--- src/design/tdpt_rem.sv ---
// Bit-serial restoring remainder unit, one dividend bit per cycle.
`default_nettype none

module tdpt_rem #(
	parameter int W = 20
) (
	input  wire logic         clk,
	input  wire logic         arst_n,
	input  wire logic         start,
	input  wire logic [W-1:0] dividend,
	input  wire logic [W-1:0] divisor,
	output logic              done,
	output logic [W-1:0]      rem
);
	localparam int CNT_W = $clog2(W + 1);

	logic             busy_q;
	logic             done_q;
	logic [CNT_W-1:0] cnt_q;
	logic [W-1:0]     dvd_q;
	logic [W-1:0]     dvs_q;
	logic [W-1:0]     rem_q;
	logic [W:0]       trial;
	logic [W:0]       diff;

	// Shift in the next dividend bit and try one subtract
	assign trial = {rem_q, dvd_q[W-1]};
	assign diff  = trial - {1'b0, dvs_q};

	// Control
	always_ff @(posedge clk or negedge arst_n) begin
		if (!arst_n) begin
			busy_q <= 1'b0;
			done_q <= 1'b0;
			cnt_q  <= '0;
		end else begin
			done_q <= 1'b0;
			if (start) begin
				busy_q <= 1'b1;
				cnt_q  <= CNT_W'(W);
			end else if (busy_q) begin
				cnt_q <= cnt_q - CNT_W'(1);
				if (cnt_q == CNT_W'(1)) begin
					busy_q <= 1'b0;
					done_q <= 1'b1;
				end
			end
		end
	end

	// Datapath
	always_ff @(posedge clk) begin
		if (start) begin
			dvd_q <= dividend;
			dvs_q <= divisor;
			rem_q <= '0;
		end else if (busy_q) begin
			dvd_q <= {dvd_q[W-2:0], 1'b0};
			if (!diff[W]) begin
				rem_q <= diff[W-1:0];
			end else begin
				rem_q <= trial[W-1:0];
			end
		end
	end

	assign done = done_q;
	assign rem  = rem_q;

endmodule

`default_nettype wire

--- config.mk ---
export PLATFORM = sky130hd
export DESIGN_NAME = tdpt_rem
export DESIGN_NICKNAME = d
export VERILOG_FILES = /design/src/design/tdpt_rem.sv
export SDC_FILE = /design/constraint.sdc
export NUM_CORES = 1
export LEC_CHECK = 0
export BUFFER_PORTS_ARGS = -buffer_cell sky130_fd_sc_hd__buf_4
export CAP_MARGIN = 20
export CORE_ASPECT_RATIO = 0.5
export CORE_MARGIN = 2
export CORE_UTILIZATION = 60
export CTS_BUF_LIST = sky130_fd_sc_hd__clkbuf_4 sky130_fd_sc_hd__clkbuf_8
export CTS_CLUSTER_SIZE = 28
export DETAILED_ROUTE_END_ITERATION = 7
export GPL_TIMING_DRIVEN = 0
export PLACE_DENSITY_LB_ADDON = 0.15
export SLEW_MARGIN = 20
export SYNTH_ARGS = -nofsm -noshare
export SYNTH_HDL_FRONTEND = slang
export SYNTH_SLANG_ARGS = --single-unit
--- constraint.sdc ---
create_clock -name clk -period 8.6 [get_ports clk]
set_input_delay 0 -clock clk [delete_from_list [all_inputs] [get_ports clk]]
set_output_delay 0 -clock clk [all_outputs]
set_load 0.01 [all_outputs]
## After elaboration in Yosys (flattened, before gate mapping)

Index checks and enable logic that the tools add are counted.

- Add/subtract/negate cells: 2
- Eq/ne operators: 1
- Mux-type cells: 11
- Reduce and logical (&&, ||, !) cells: 1

Operators with widths:

| cell | count |
|---|---|
| $mux W20 | 3 |
| $sub A21 B20 Y21 | 1 |
| $mux W5 | 2 |
| $mux W1 | 6 |
| $eq A5 B1 Y1 const B | 1 |
| $sub A5 B1 Y5 const B | 1 |
| $reduce_bool A2 Y1 | 1 |

- Bits in registers: 67
- Input bits: 43
- Output and inout port bits: 21

## Logic depth before layout (Yosys ltp)

Gate-level depths: netlist (run 1).

- Word-level depth: 4
- Gate-level depth with buffers: 12
- Depth with buffers taken out: 11

## Worst setup path after synthesis (run 1)

No wires, ideal clock.

- Path type: register to register
- Start point: register dvd_q[19]
- End point: register rem_q[0], in the netlist rem[0]
- Library setup time: 0.086 ns
- Data arrival time: 2.639 ns
- Data required time: 8.514 ns
- Path slack: 5.876 ns
- Stages on the path, launching flop included: 12
- Buffers on the path: 0
- Period minus slack after synthesis: 2.724 ns
- Path through: edfxtp_1 inv_1 ha_1 inv_1 fa_1 a21oi_1 o22ai_1 o211a_1 a21o_1 a211oi_4 mux2_2 a211oi_1

- Cells in the longest elaborated chain, start to end: 2

RTL lines:

| element | line | source |
|---|---|---|
| start, declared | 20 | `logic [W-1:0] dvd_q;` |
| start signal, assigned | 54 | `dvd_q <= dividend;` |
| start signal, assigned | 58 | `dvd_q <= {dvd_q[W-2:0], 1'b0};` |
| $sub A21 B20 Y21 | 28 | `assign diff = trial - {1'b0, dvs_q};` |
| $mux W20 * | 59 | `if (!diff[W]) begin` |
| end signal, assigned | 60 | `rem_q <= diff[W-1:0];` |
| end signal, assigned | 62 | `rem_q <= trial[W-1:0];` |
| end, declared | 22 | `logic [W-1:0] rem_q;` |

Mark *: on every way between the ends. The rest lies on a longest branch, timed or not.
A chain may end at the register's enable or synchronous reset.

## Final worst setup path (run 1)

- Start point: register dvd_q[19]
- End point: register rem_q[3], in the netlist rem[3]

- Cells in the longest elaborated chain, start to end: 2

RTL lines:

| element | line |
|---|---|
| $sub A21 B20 Y21 | 28 |
| $mux W20 | 59 |

Every way passes these cells.

==> results of run 1 <==
==> synthesized netlist by cell type, types with 3 or more instances <==
master     n
a21oi_1   21
mux2i_1   15
o21ai_1   12
nor3_1     4
o21a_1     4
nand3_1    4
ha_1      22
o22ai_1    3
dfxtp_1   20
nor3b_1    4
o21ai_0    7
xnor2_1    9
nor2_1    29
nor4_1     3
edfxtp_1  40
inv_1     31
a211oi_1  11
clkbuf_1   8
nand2b_1   5
nand2_1   25
xor2_1     9
a21o_1     5
mux2_2    20
a211o_1    3
nor2b_1    3
o31ai_1    3
or3_1      4
dfrtp_1    7
==> metrics by stage <==
step / setup WS (ns) / instance area (um2) / util
6_report: 5.02 / 5050 / 0.827
3_3_place_gp: 5.45 / 4410 / 0.722
2_1_floorplan: 5.88 / 3830 / -
4_1_cts: 5.36 / 5050 / 0.827
3_5_place_dp: 5.39 / 4410 / 0.722
5_1_grt: 4.93 / 5050 / 0.827
==> final timing paths <==
path / end / from
max: rem[3]$_SDFFE_PP0P_ / dvd_q[19]$_DFFE_PP_
min: dvs_q[8]$_DFFE_PP_ / start
max reg2reg: rem[3]$_SDFFE_PP0P_ / dvd_q[19]$_DFFE_PP_
min reg2reg: rem[18]$_SDFFE_PP0P_ / rem[18]$_SDFFE_PP0P_
max in group asynchronous: cnt_q[4]$_DFFE_PN0P_ / arst_n
min in group asynchronous: cnt_q[1]$_DFFE_PN0P_ / arst_n
==> cell type report <==
type                    count  area [um2]  share of cell area
flip-flops and latches     67        1780               0.352
inverters                  31         116              0.0230
well taps                  88         110              0.0218
plain buffers              13        61.3              0.0121
multi-input cells         256        1870               0.371
repair buffers            105         893               0.177
clock inverters             6        90.1              0.0178
clock buffers              10         131              0.0260
==> power groups by stage <==
stage	Sequential, uW	Combinational, uW	Clock, uW
after floorplan	381	75.8	0
after global placement	383	110	0
after detailed placement	384	116	0
after CTS	378	132	300
after global routing	382	153	312
final	381	142	302
==> per-layer routing <==
metal / track usage / wire length, um / vias to the layer above
li1: - / - / 1569
met3: 0.110 / 1070 / 47
met4: 0.151 / 444 / 0
met5: 0 / 0 / -
met1: 0.422 / 4600 / 1629
met2: 0.600 / 5470 / 225
==> kinds of logic (layout without fill, tap and decap cells) <==
| family | count (synthesis) | count (layout) |
|---|---|---|
| AO/OA/AOI/OAI | 87 | 87 |
| flip-flops | 67 | 67 |
| XOR/XNOR | 18 | 18 |
| AND/OR/NAND/NOR | 93 | 93 |
| adder cells (fa/ha/maj) | 23 | 23 |
| buffers and inverters | 44 | 165 |
| multiplexers | 35 | 35 |
==> worst max-delay path: cells and delay by family, from the launching register on <==
kind / cells / cell delay, ns
AO/OA/AOI/OAI: 6 / 1.60
flip-flops: 1 / 0.37
buffers and inverters: 3 / 0.50
multiplexers: 1 / 0.31
adder cells (fa/ha/maj): 2 / 0.66
==> layout by cell type (no fill, tap or decap), types with 2 or more instances in the layout <==
cell,count
buf_4,64
dlygate4sd3_1,42
edfxtp_1,40
inv_1,31
nor2_1,29
nand2_1,25
ha_1,22
a21oi_1,21
mux2_2,20
dfxtp_1,20
mux2i_1,15
o21ai_1,12
a211oi_1,11
xnor2_1,9
xor2_1,9
clkbuf_8,9
clkbuf_1,8
o21ai_0,7
dfrtp_1,7
a21o_1,5
nand2b_1,5
nand3_1,4
or3_1,4
nor3b_1,4
o21a_1,4
nor3_1,4
o22ai_1,3
nor4_1,3
a211o_1,3
nor2b_1,3
o31ai_1,3
clkinv_4,3
buf_1,2
o211ai_1,2
nor4b_1,2
and2_1,2
a221oi_1,2
bufinv_16,2
==> registers in the layout (all words and copies together) (netlist names) <==
name    count
busy_q      1
cnt_q       5
done        1
dvd_q      20
dvs_q      20
rem        20
==> timing repair <==
action | in CTS | in global routing
resized for setup | 0 | 0
endpoints found under the setup margin | 0 | 0
hold endpoints to repair | 47 | 0
hold buffers | 42 | 0
==> results.json, run 1 <==
{
  "critPathLaunchType": "flip-flop",
  "async_flop_share": 0.104,
  "slew_headroom": 0.388,
  "fin_cells": 576,
  "root_buffer": "clkbuf_8",
  "power_leakage_uw": 0.00216,
  "cts_max_path_buffers": 2,
  "grt_pass1_wl_um": 17900,
  "drv_slew": 0,
  "grt_max_degree": 25,
  "io_pins": 64,
  "core_um2": 6110,
  "die_y_um": 60.5,
  "synth-seq-cells": 67,
  "clk_latency_ns": 0.37,
  "slowest_stage": "a211oi_4",
  "worstMarginPinSlew_ns": 0.915,
  "ys_top_cells_by_area": "edfxtp_1, dfxtp_1, ha_1",
  "totalWireLength_um": 11600,
  "min_period_ns": 3.58,
  "drive_gt1_frac": 0.217,
  "synth_compound_area_frac": 0.153,
  "fillCellCount": 343,
  "synth_top_cell_by_area": "edfxtp_1",
  "setup_tns_ns": 0,
  "postSynthCellCount": 367,
  "ys.flop_type": "edfxtp_1",
  "min_delay_path_depth": 1,
  "post-route-period-util": 0.416,
  "die_x_um": 117,
  "grt-ovfl-total": 0,
  "grt_usage": 0.351,
  "muxShareOfSynthArea": 0.0981,
  "yosysSeqAreaShare": 0.464,
  "synth_top_area_frac": 0.314,
  "hold_viol_final": 0,
  "post-place-cells": 518,
  "vias": 3470,
  "cap_violations": 0,
  "drt_pass1_iterations": 6,
  "synth_warnings": 0,
  "avgSynthCellArea_um2": 10.4,
  "worst_ep_required_time_ns": 8.83,
  "cts.sinks": 67,
  "p_int_uw": 602,
  "max_stage_delay_ns": 0.50,
  "dp_hpwl_um": 6860,
  "crit_chain": "inv_1, ha_1, inv_1, fa_1, a21oi_1, o22ai_1, o211a_1, a21o_1, a211oi_4, buf_4, mux2i_1, o21ai_1",
  "drt.antenna.violating_nets": 0,
  "switching_share": 0.269,
  "synthAdderAreaFrac": 0.0771,
  "drc": 0,
  "combPwrFrac": 0.172,
  "path_max_fanout": 10,
  "synth_edf_count": 40,
  "worst-r2r-cell-count": 12,
  "cts_buffers": 9,
  "mappedNetlistArea_um2": 3830,
  "initial_utilization": 0.627,
  "clock_power_share": 0.366,
  "rrSetupSlack_ns": 5.02,
  "dieArea_um2": 7070,
  "nets": 549,
  "hold_class": "input pin to flip-flop",
  "path_class": "flip-flop to flip-flop",
  "finalSetupViolCount": 0,
  "ctsHtreeMaxLevel": 3,
  "synth-simple-area-share": 0.120,
  "syn_nets": 433,
  "run_status": "finished, final reports clean",
  "cts_tree": "done",
  "grt_pass1_vias": 3466,
  "row_count": 20,
  "via_per_inst": 6.02,
  "max_freq_ghz": 0.279,
  "finalClockSkew_ns": 0.0117,
  "rsz0062_at_grt": "false",
  "pwr_density_cell_nw_per_um2": 163,
  "antenna_found_initial": 0,
  "io_buffers": 63,
  "post_drt_wl_per_cell_um": 20.1,
  "timing.hold.ws_ns": 0.0660,
  "worstPathArrival_ns": 3.81,
  "clk_pin_slew_ns": 0.08,
  "gp_congestion": 0.928,
  "path_common_cell": "inv_1",
  "p_total_uw": 824,
  "vdd_drop_max_mv": 0.138,
  "syn_to_final_growth_pct": 32.0,
  "drt-initial-drc-count": 461,
  "switchingPower_uw": 222,
  "postCtsSetupRepairBufs": 0,
  "diodes": 0,
  "crit_path_end_kind": "flip-flop",
  "yosys.area_share.xor_xnor": 0.0412,
  "synth_cell_type_count": 59,
  "pwr-share-seq": 0.462,
  "synth_top_family_by_area": "compound AO/OA/AOI/OAI gates"
}
Power figures use the tool's default switching activity.
==> run 2: changes to the inputs <==
Settings changed: CORE_UTILIZATION 60 to 59.
Clock period 8.6 ns to 3.3 ns, I/O delays scaled along.
==> run 2 against run 1 <==
Maximum frequency grew 9.9%. Sequential power grew to 2.6 times the previous value. Global-route usage shrank 1.9 points.
==> results.json, run 2 (synthesized netlist as in run 1, its figures left out) <==
{
  "run_status": "finished, final reports clean",
  "gp_congestion": 0.967,
  "worstPathArrival_ns": 3.47,
  "switching_share": 0.271,
  "post-route-period-util": 0.987,
  "critPathLaunchType": "flip-flop",
  "grt-ovfl-total": 0,
  "hold_end": "dvs_q[0]$_DFFE_PP_",
  "grt_max_degree": 25,
  "switchingPower_uw": 582,
  "cap_violations": 0,
  "power_leakage_uw": 0.00216,
  "final_common_cell": "buf_4",
  "reg2reg_from": "dvd_q[19]$_DFFE_PP_",
  "p_int_uw": 1570,
  "grt_pass1_vias": 3568,
  "antenna_found_initial": 0,
  "drv_slew": 0,
  "hold_viol_final": 0,
  "rsz0062_at_grt": "false",
  "grt_usage": 0.332,
  "clk_pin_slew_ns": 0.08,
  "path_max_fanout": 10,
  "finalClockSkew_ns": 0.0110,
  "min_period_ns": 3.26,
  "ctsHtreeMaxLevel": 3,
  "vdd_drop_max_mv": 0.386,
  "path_class": "flip-flop to flip-flop",
  "final_cell_mix": "buf_4, dlygate4sd3_1, edfxtp_1",
  "drive_gt1_frac": 0.231,
  "hold_class": "input pin to flip-flop",
  "drc": 0,
  "clk_latency_ns": 0.37,
  "dieArea_um2": 7190,
  "nets": 551,
  "worstHoldStart": "start",
  "totalWireLength_um": 11500,
  "vias": 3524,
  "initial_utilization": 0.622,
  "cts.sinks": 67,
  "core_um2": 6160,
  "timing.hold.ws_ns": 0.0617,
  "dp_hpwl_um": 6690,
  "io_buffers": 63,
  "root_buffer": "clkbuf_8",
  "cts_tree": "done",
  "drt.antenna.violating_nets": 0,
  "pwr_density_cell_nw_per_um2": 423,
  "die_x_um": 118,
  "r2r_end": "rem[5]$_SDFFE_PP0P_",
  "io_pins": 64,
  "drt_pass1_iterations": 5,
  "row_count": 20,
  "slew_headroom": 0.428,
  "die_y_um": 61.0,
  "syn_to_final_growth_pct": 32.8,
  "setup_tns_ns": 0,
  "post_drt_wl_per_cell_um": 19.9,
  "drt-initial-drc-count": 290,
  "pwr-share-seq": 0.461,
  "worstMarginPinSlew_ns": 0.855,
  "max_freq_ghz": 0.307,
  "finalSetupViolCount": 0,
  "cts_buffers": 9,
  "worst-r2r-cell-count": 13,
  "crit_path_end_kind": "flip-flop",
  "min_delay_path_depth": 1,
  "cts_max_path_buffers": 2,
  "rrSetupSlack_ns": 0.04,
  "worst_ep_required_time_ns": 3.51,
  "grt_pass1_wl_um": 17900,
  "clock_power_share": 0.367,
  "via_per_inst": 6.10,
  "combPwrFrac": 0.172,
  "diodes": 0
}
## run 2: worst max-delay path by stage
stage | from | endpoint | slack [ns] | cells after the start
floorplan | dvd_q[19]$_DFFE_PP_ | rem[0]$_SDFFE_PP0P_ | 0.58 | 11
global placement | dvd_q[19]$_DFFE_PP_ | rem[5]$_SDFFE_PP0P_ | 0.15 | 12
finish | dvd_q[19]$_DFFE_PP_ | rem[5]$_SDFFE_PP0P_ | 0.04 | 13
CTS | dvd_q[19]$_DFFE_PP_ | rem[5]$_SDFFE_PP0P_ | 0.12 | 13
detailed placement | dvd_q[19]$_DFFE_PP_ | rem[5]$_SDFFE_PP0P_ | 0.03 | 12
global route | dvd_q[19]$_DFFE_PP_ | rem[5]$_SDFFE_PP0P_ | 0.002 | 13
## run 2: cell type report
cell class                 instances  area [um2]
clock inverter                     7        98.8
inverter                          31         116
sequential                        67        1780
multi-input combinational        256        1880
timing repair buffer             107         908
fill                             349        1070
clock buffer                       9         124
buffer                            13        65.1
tap                               88         110
## run 2: stage by stage
stage / instance area (um2) / std cells / util / setup slack, ns / total power, uW
CTS: 5070 / 578 / 0.823 / 0.124 / 2110
global placement: 4410 / 518 / 0.716 / 0.154 / 1280
detailed placement: 4410 / 518 / 0.716 / 0.0336 / 1300
finish: 5080 / 578 / 0.826 / 0.0430 / 2150
global route: 5080 / 578 / 0.826 / 0.00172 / 2220
floorplan: 3830 / 367 / - / 0.576 / 1190
## run 2: routing by layer
metal | up-vias | GRT usage | routed length (um) | share of wire
li1 | 1571 | - | - | -
met1 | 1677 | 0.395 | 4600 | 0.40
met2 | 231 | 0.578 | 5490 | 0.48
met3 | 45 | 0.0968 | 1070 | 0.093
met4 | 0 | 0.157 | 333 | 0.029
met5 | - | 0 | 0 | 0
## run 2: power by group through the flow
stage               clock network, uW  logic (uW)  registers [uW]
floorplan                           0         198             994
global placement                    0         283             998
detailed placement                  0         298            1000
CTS                               786         341             983
global route                      831         395             994
finish                            789         370             989
## run 2: worst max-delay path, stage by stage, from the launching register on
cell	delay (ns)
edfxtp_1	0.40
inv_1	0.10
ha_1	0.18
inv_1	0.06
fa_1	0.44
a21oi_2	0.18
o22ai_1	0.12
o211a_2	0.32
a21o_1	0.23
a211oi_4	0.23
buf_4	0.20
buf_8	0.18
mux2i_2	0.28
a211oi_1	0.13
## run 2: repair_timing
action | CTS | global route
endpoints found under the hold margin | 47 | 0
endpoints found under the setup margin | 1 | 12
gates resized for setup | 0 | 5
hold buffers | 42 | 0
cloned | 0 | 0
buffers inserted | 2 | 0
pin swaps | 1 | 1
==> run 3: changes to the inputs <==
Settings changed: CORE_UTILIZATION 59 to 53, GPL_TIMING_DRIVEN 0 to 1, MAX_ROUTING_LAYER set to met4.
Clock period 3.3 ns to 2.9 ns, I/O delays scaled along.
==> run 3 against run 2 <==
Critical path depth shrank 1. Critical path type unchanged. Register-to-register slack gained 0.09 ns. Clock skew grew 0.0033 ns.
==> results.json, run 3 (synthesized netlist as in run 1, its figures left out) <==
{
  "run_status": "finished, final reports clean",
  "grt-ovfl-total": 0,
  "worstPathArrival_ns": 3.05,
  "cts_buffers": 9,
  "finalSetupViolCount": 0,
  "initial_utilization": 0.560,
  "setup_tns_ns": 0,
  "totalWireLength_um": 9520,
  "cts_tree": "done",
  "final_common_cell": "buf_4",
  "hold_viol_final": 0,
  "via_per_inst": 5.49,
  "diodes": 0,
  "clock_power_share": 0.339,
  "root_buffer": "clkbuf_8",
  "grt_pass1_vias": 3248,
  "post-route-period-util": 0.955,
  "grt_pass1_wl_um": 15800,
  "dieArea_um2": 7960,
  "antenna_found_initial": 0,
  "fin_cells": 588,
  "post-place-cells": 520,
  "r2r_end": "rem[0]$_SDFFE_PP0P_",
  "switchingPower_uw": 613,
  "pwr-share-seq": 0.482,
  "row_count": 21,
  "cts_max_path_buffers": 2,
  "p_int_uw": 1710,
  "gp_congestion": 0.919,
  "critPathCapture": "rem[0]$_SDFFE_PP0P_",
  "clk_pin_slew_ns": 0.07,
  "reg2reg_from": "dvd_q[19]$_DFFE_PP_",
  "crit_path_end_kind": "flip-flop",
  "min_period_ns": 2.77,
  "core_um2": 6830,
  "final_cell_mix": "buf_4, dlygate4sd3_1, edfxtp_1",
  "power_leakage_uw": 0.00225,
  "worstMarginPinSlew_ns": 0.568,
  "die_y_um": 64.1,
  "worst-r2r-cell-count": 12,
  "grt_max_degree": 39,
  "vias": 3227,
  "dp_hpwl_um": 6160,
  "syn_to_final_growth_pct": 37.1,
  "drv_slew": 0,
  "crit_path_start": "dvd_q[19]$_DFFE_PP_",
  "post_drt_wl_per_cell_um": 16.2,
  "drt.antenna.violating_nets": 0,
  "drt_pass1_iterations": 4,
  "die_x_um": 124,
  "rrSetupSlack_ns": 0.13,
  "pwr_density_cell_nw_per_um2": 443,
  "cap_violations": 0,
  "grt_usage": 0.271,
  "path_class": "flip-flop to flip-flop",
  "drt-initial-drc-count": 261,
  "ctsHtreeMaxLevel": 3,
  "drc": 0,
  "slew_headroom": 0.618,
  "drive_gt1_frac": 0.276,
  "critPathLaunchType": "flip-flop",
  "worst_ep_required_time_ns": 3.18,
  "switching_share": 0.264,
  "clk_latency_ns": 0.36,
  "cts.sinks": 67,
  "combPwrFrac": 0.179,
  "vdd_drop_max_mv": 0.466,
  "finalClockSkew_ns": 0.0143,
  "hold_class": "input pin to flip-flop",
  "nets": 557,
  "io_pins": 64,
  "path_max_fanout": 2,
  "io_buffers": 63,
  "max_freq_ghz": 0.361,
  "fillCellCount": 466
}
-- run 3: cell count changes in the layout (fill, tap and decap cells not counted), moves of 2 or more --
cell | previous run | this run
a211oi_1 | 11 | 9
inv_6 | 2 | 0
clkbuf_1 | 8 | 0
clkinv_4 | 1 | 3
buf_6 | 0 | 3
inv_1 | 31 | 29
buf_1 | 2 | 0
buf_4 | 66 | 79
inv_2 | 0 | 2
mux2i_2 | 2 | 0
-- run 3: how the worst min path moves through the flow --
stage / start / endpoint / cells past startpoint
after floorplan: arst_n / busy_q$_DFF_PN0_ / 0
after global placement: arst_n / cnt_q[0]$_DFFE_PN0P_ / 1
after detailed placement: arst_n / cnt_q[0]$_DFFE_PN0P_ / 1
after CTS: start / cnt_q[0]$_DFFE_PN0P_ / 2
after global routing: start / dvs_q[7]$_DFFE_PP_ / 1
final: start / cnt_q[0]$_DFFE_PN0P_ / 2
-- run 3: power by group through the flow --
stage | Sequential (uW) | Combinational, uW | Clock, uW
after floorplan | 1130 | 225 | 0
after global placement | 1140 | 330 | 0
after detailed placement | 1140 | 343 | 0
after CTS | 1120 | 394 | 801
after global routing | 1130 | 457 | 844
final | 1120 | 415 | 788
-- run 3: per-layer routing --
layer / GRT usage / up-vias / part of all wire
li1: - / 1585 / -
met1: 0.344 / 1529 / 0.45
met2: 0.428 / 98 / 0.47
met3: 0.0741 / 15 / 0.067
met4: 0.0772 / 0 / 0.014
met5: - / - / 0
-- run 3: stage by stage --
| step | total power (uW) | setup WS [ns] | hold slack, ns | cell area, um2 | util |
|---|---|---|---|---|---|
| floorplan | 1360 | 0.176 | -0.296 | 3830 | - |
| global placement | 1470 | 0.180 | -0.185 | 4450 | 0.651 |
| detailed placement | 1480 | -0.00828 | -0.181 | 4450 | 0.651 |
| CTS | 2310 | 0.00851 | 0.0884 | 5150 | 0.754 |
| global route | 2430 | -0.00301 | 0.125 | 5250 | 0.768 |
| finish | 2320 | 0.131 | 0.0997 | 5250 | 0.768 |
-- run 3: timing repair --
action,4_1_cts,5_1_grt
resized for setup,7,16
pin swaps,2,6
hold buffers,42,0
endpoints found under the setup margin,3,20
endpoints found under the hold margin,47,0
cloned,0,0
buffers inserted,8,3
-- run 3: layout make-up --
type,instances,area (um2),area share
flip-flops and latches,67,1780,0.339
repair buffers,126,1080,0.206
inverters,31,116,0.0222
clock inverters,6,66.3,0.0126
well taps,92,115,0.0219
multi-input cells,256,1960,0.373
clock buffers,10,131,0.0250
-- run 3: critical path: stages, from the launching register on --
cell and delay [ns]:
edfxtp_1 0.38, inv_2 0.09, ha_4 0.13, inv_2 0.04, fa_2 0.36, a21oi_2 0.18
o22ai_2 0.09, o211a_1 0.23, a21o_1 0.20, a211oi_4 0.31, buf_6 0.16, mux2_2 0.33
a211oi_2 0.21
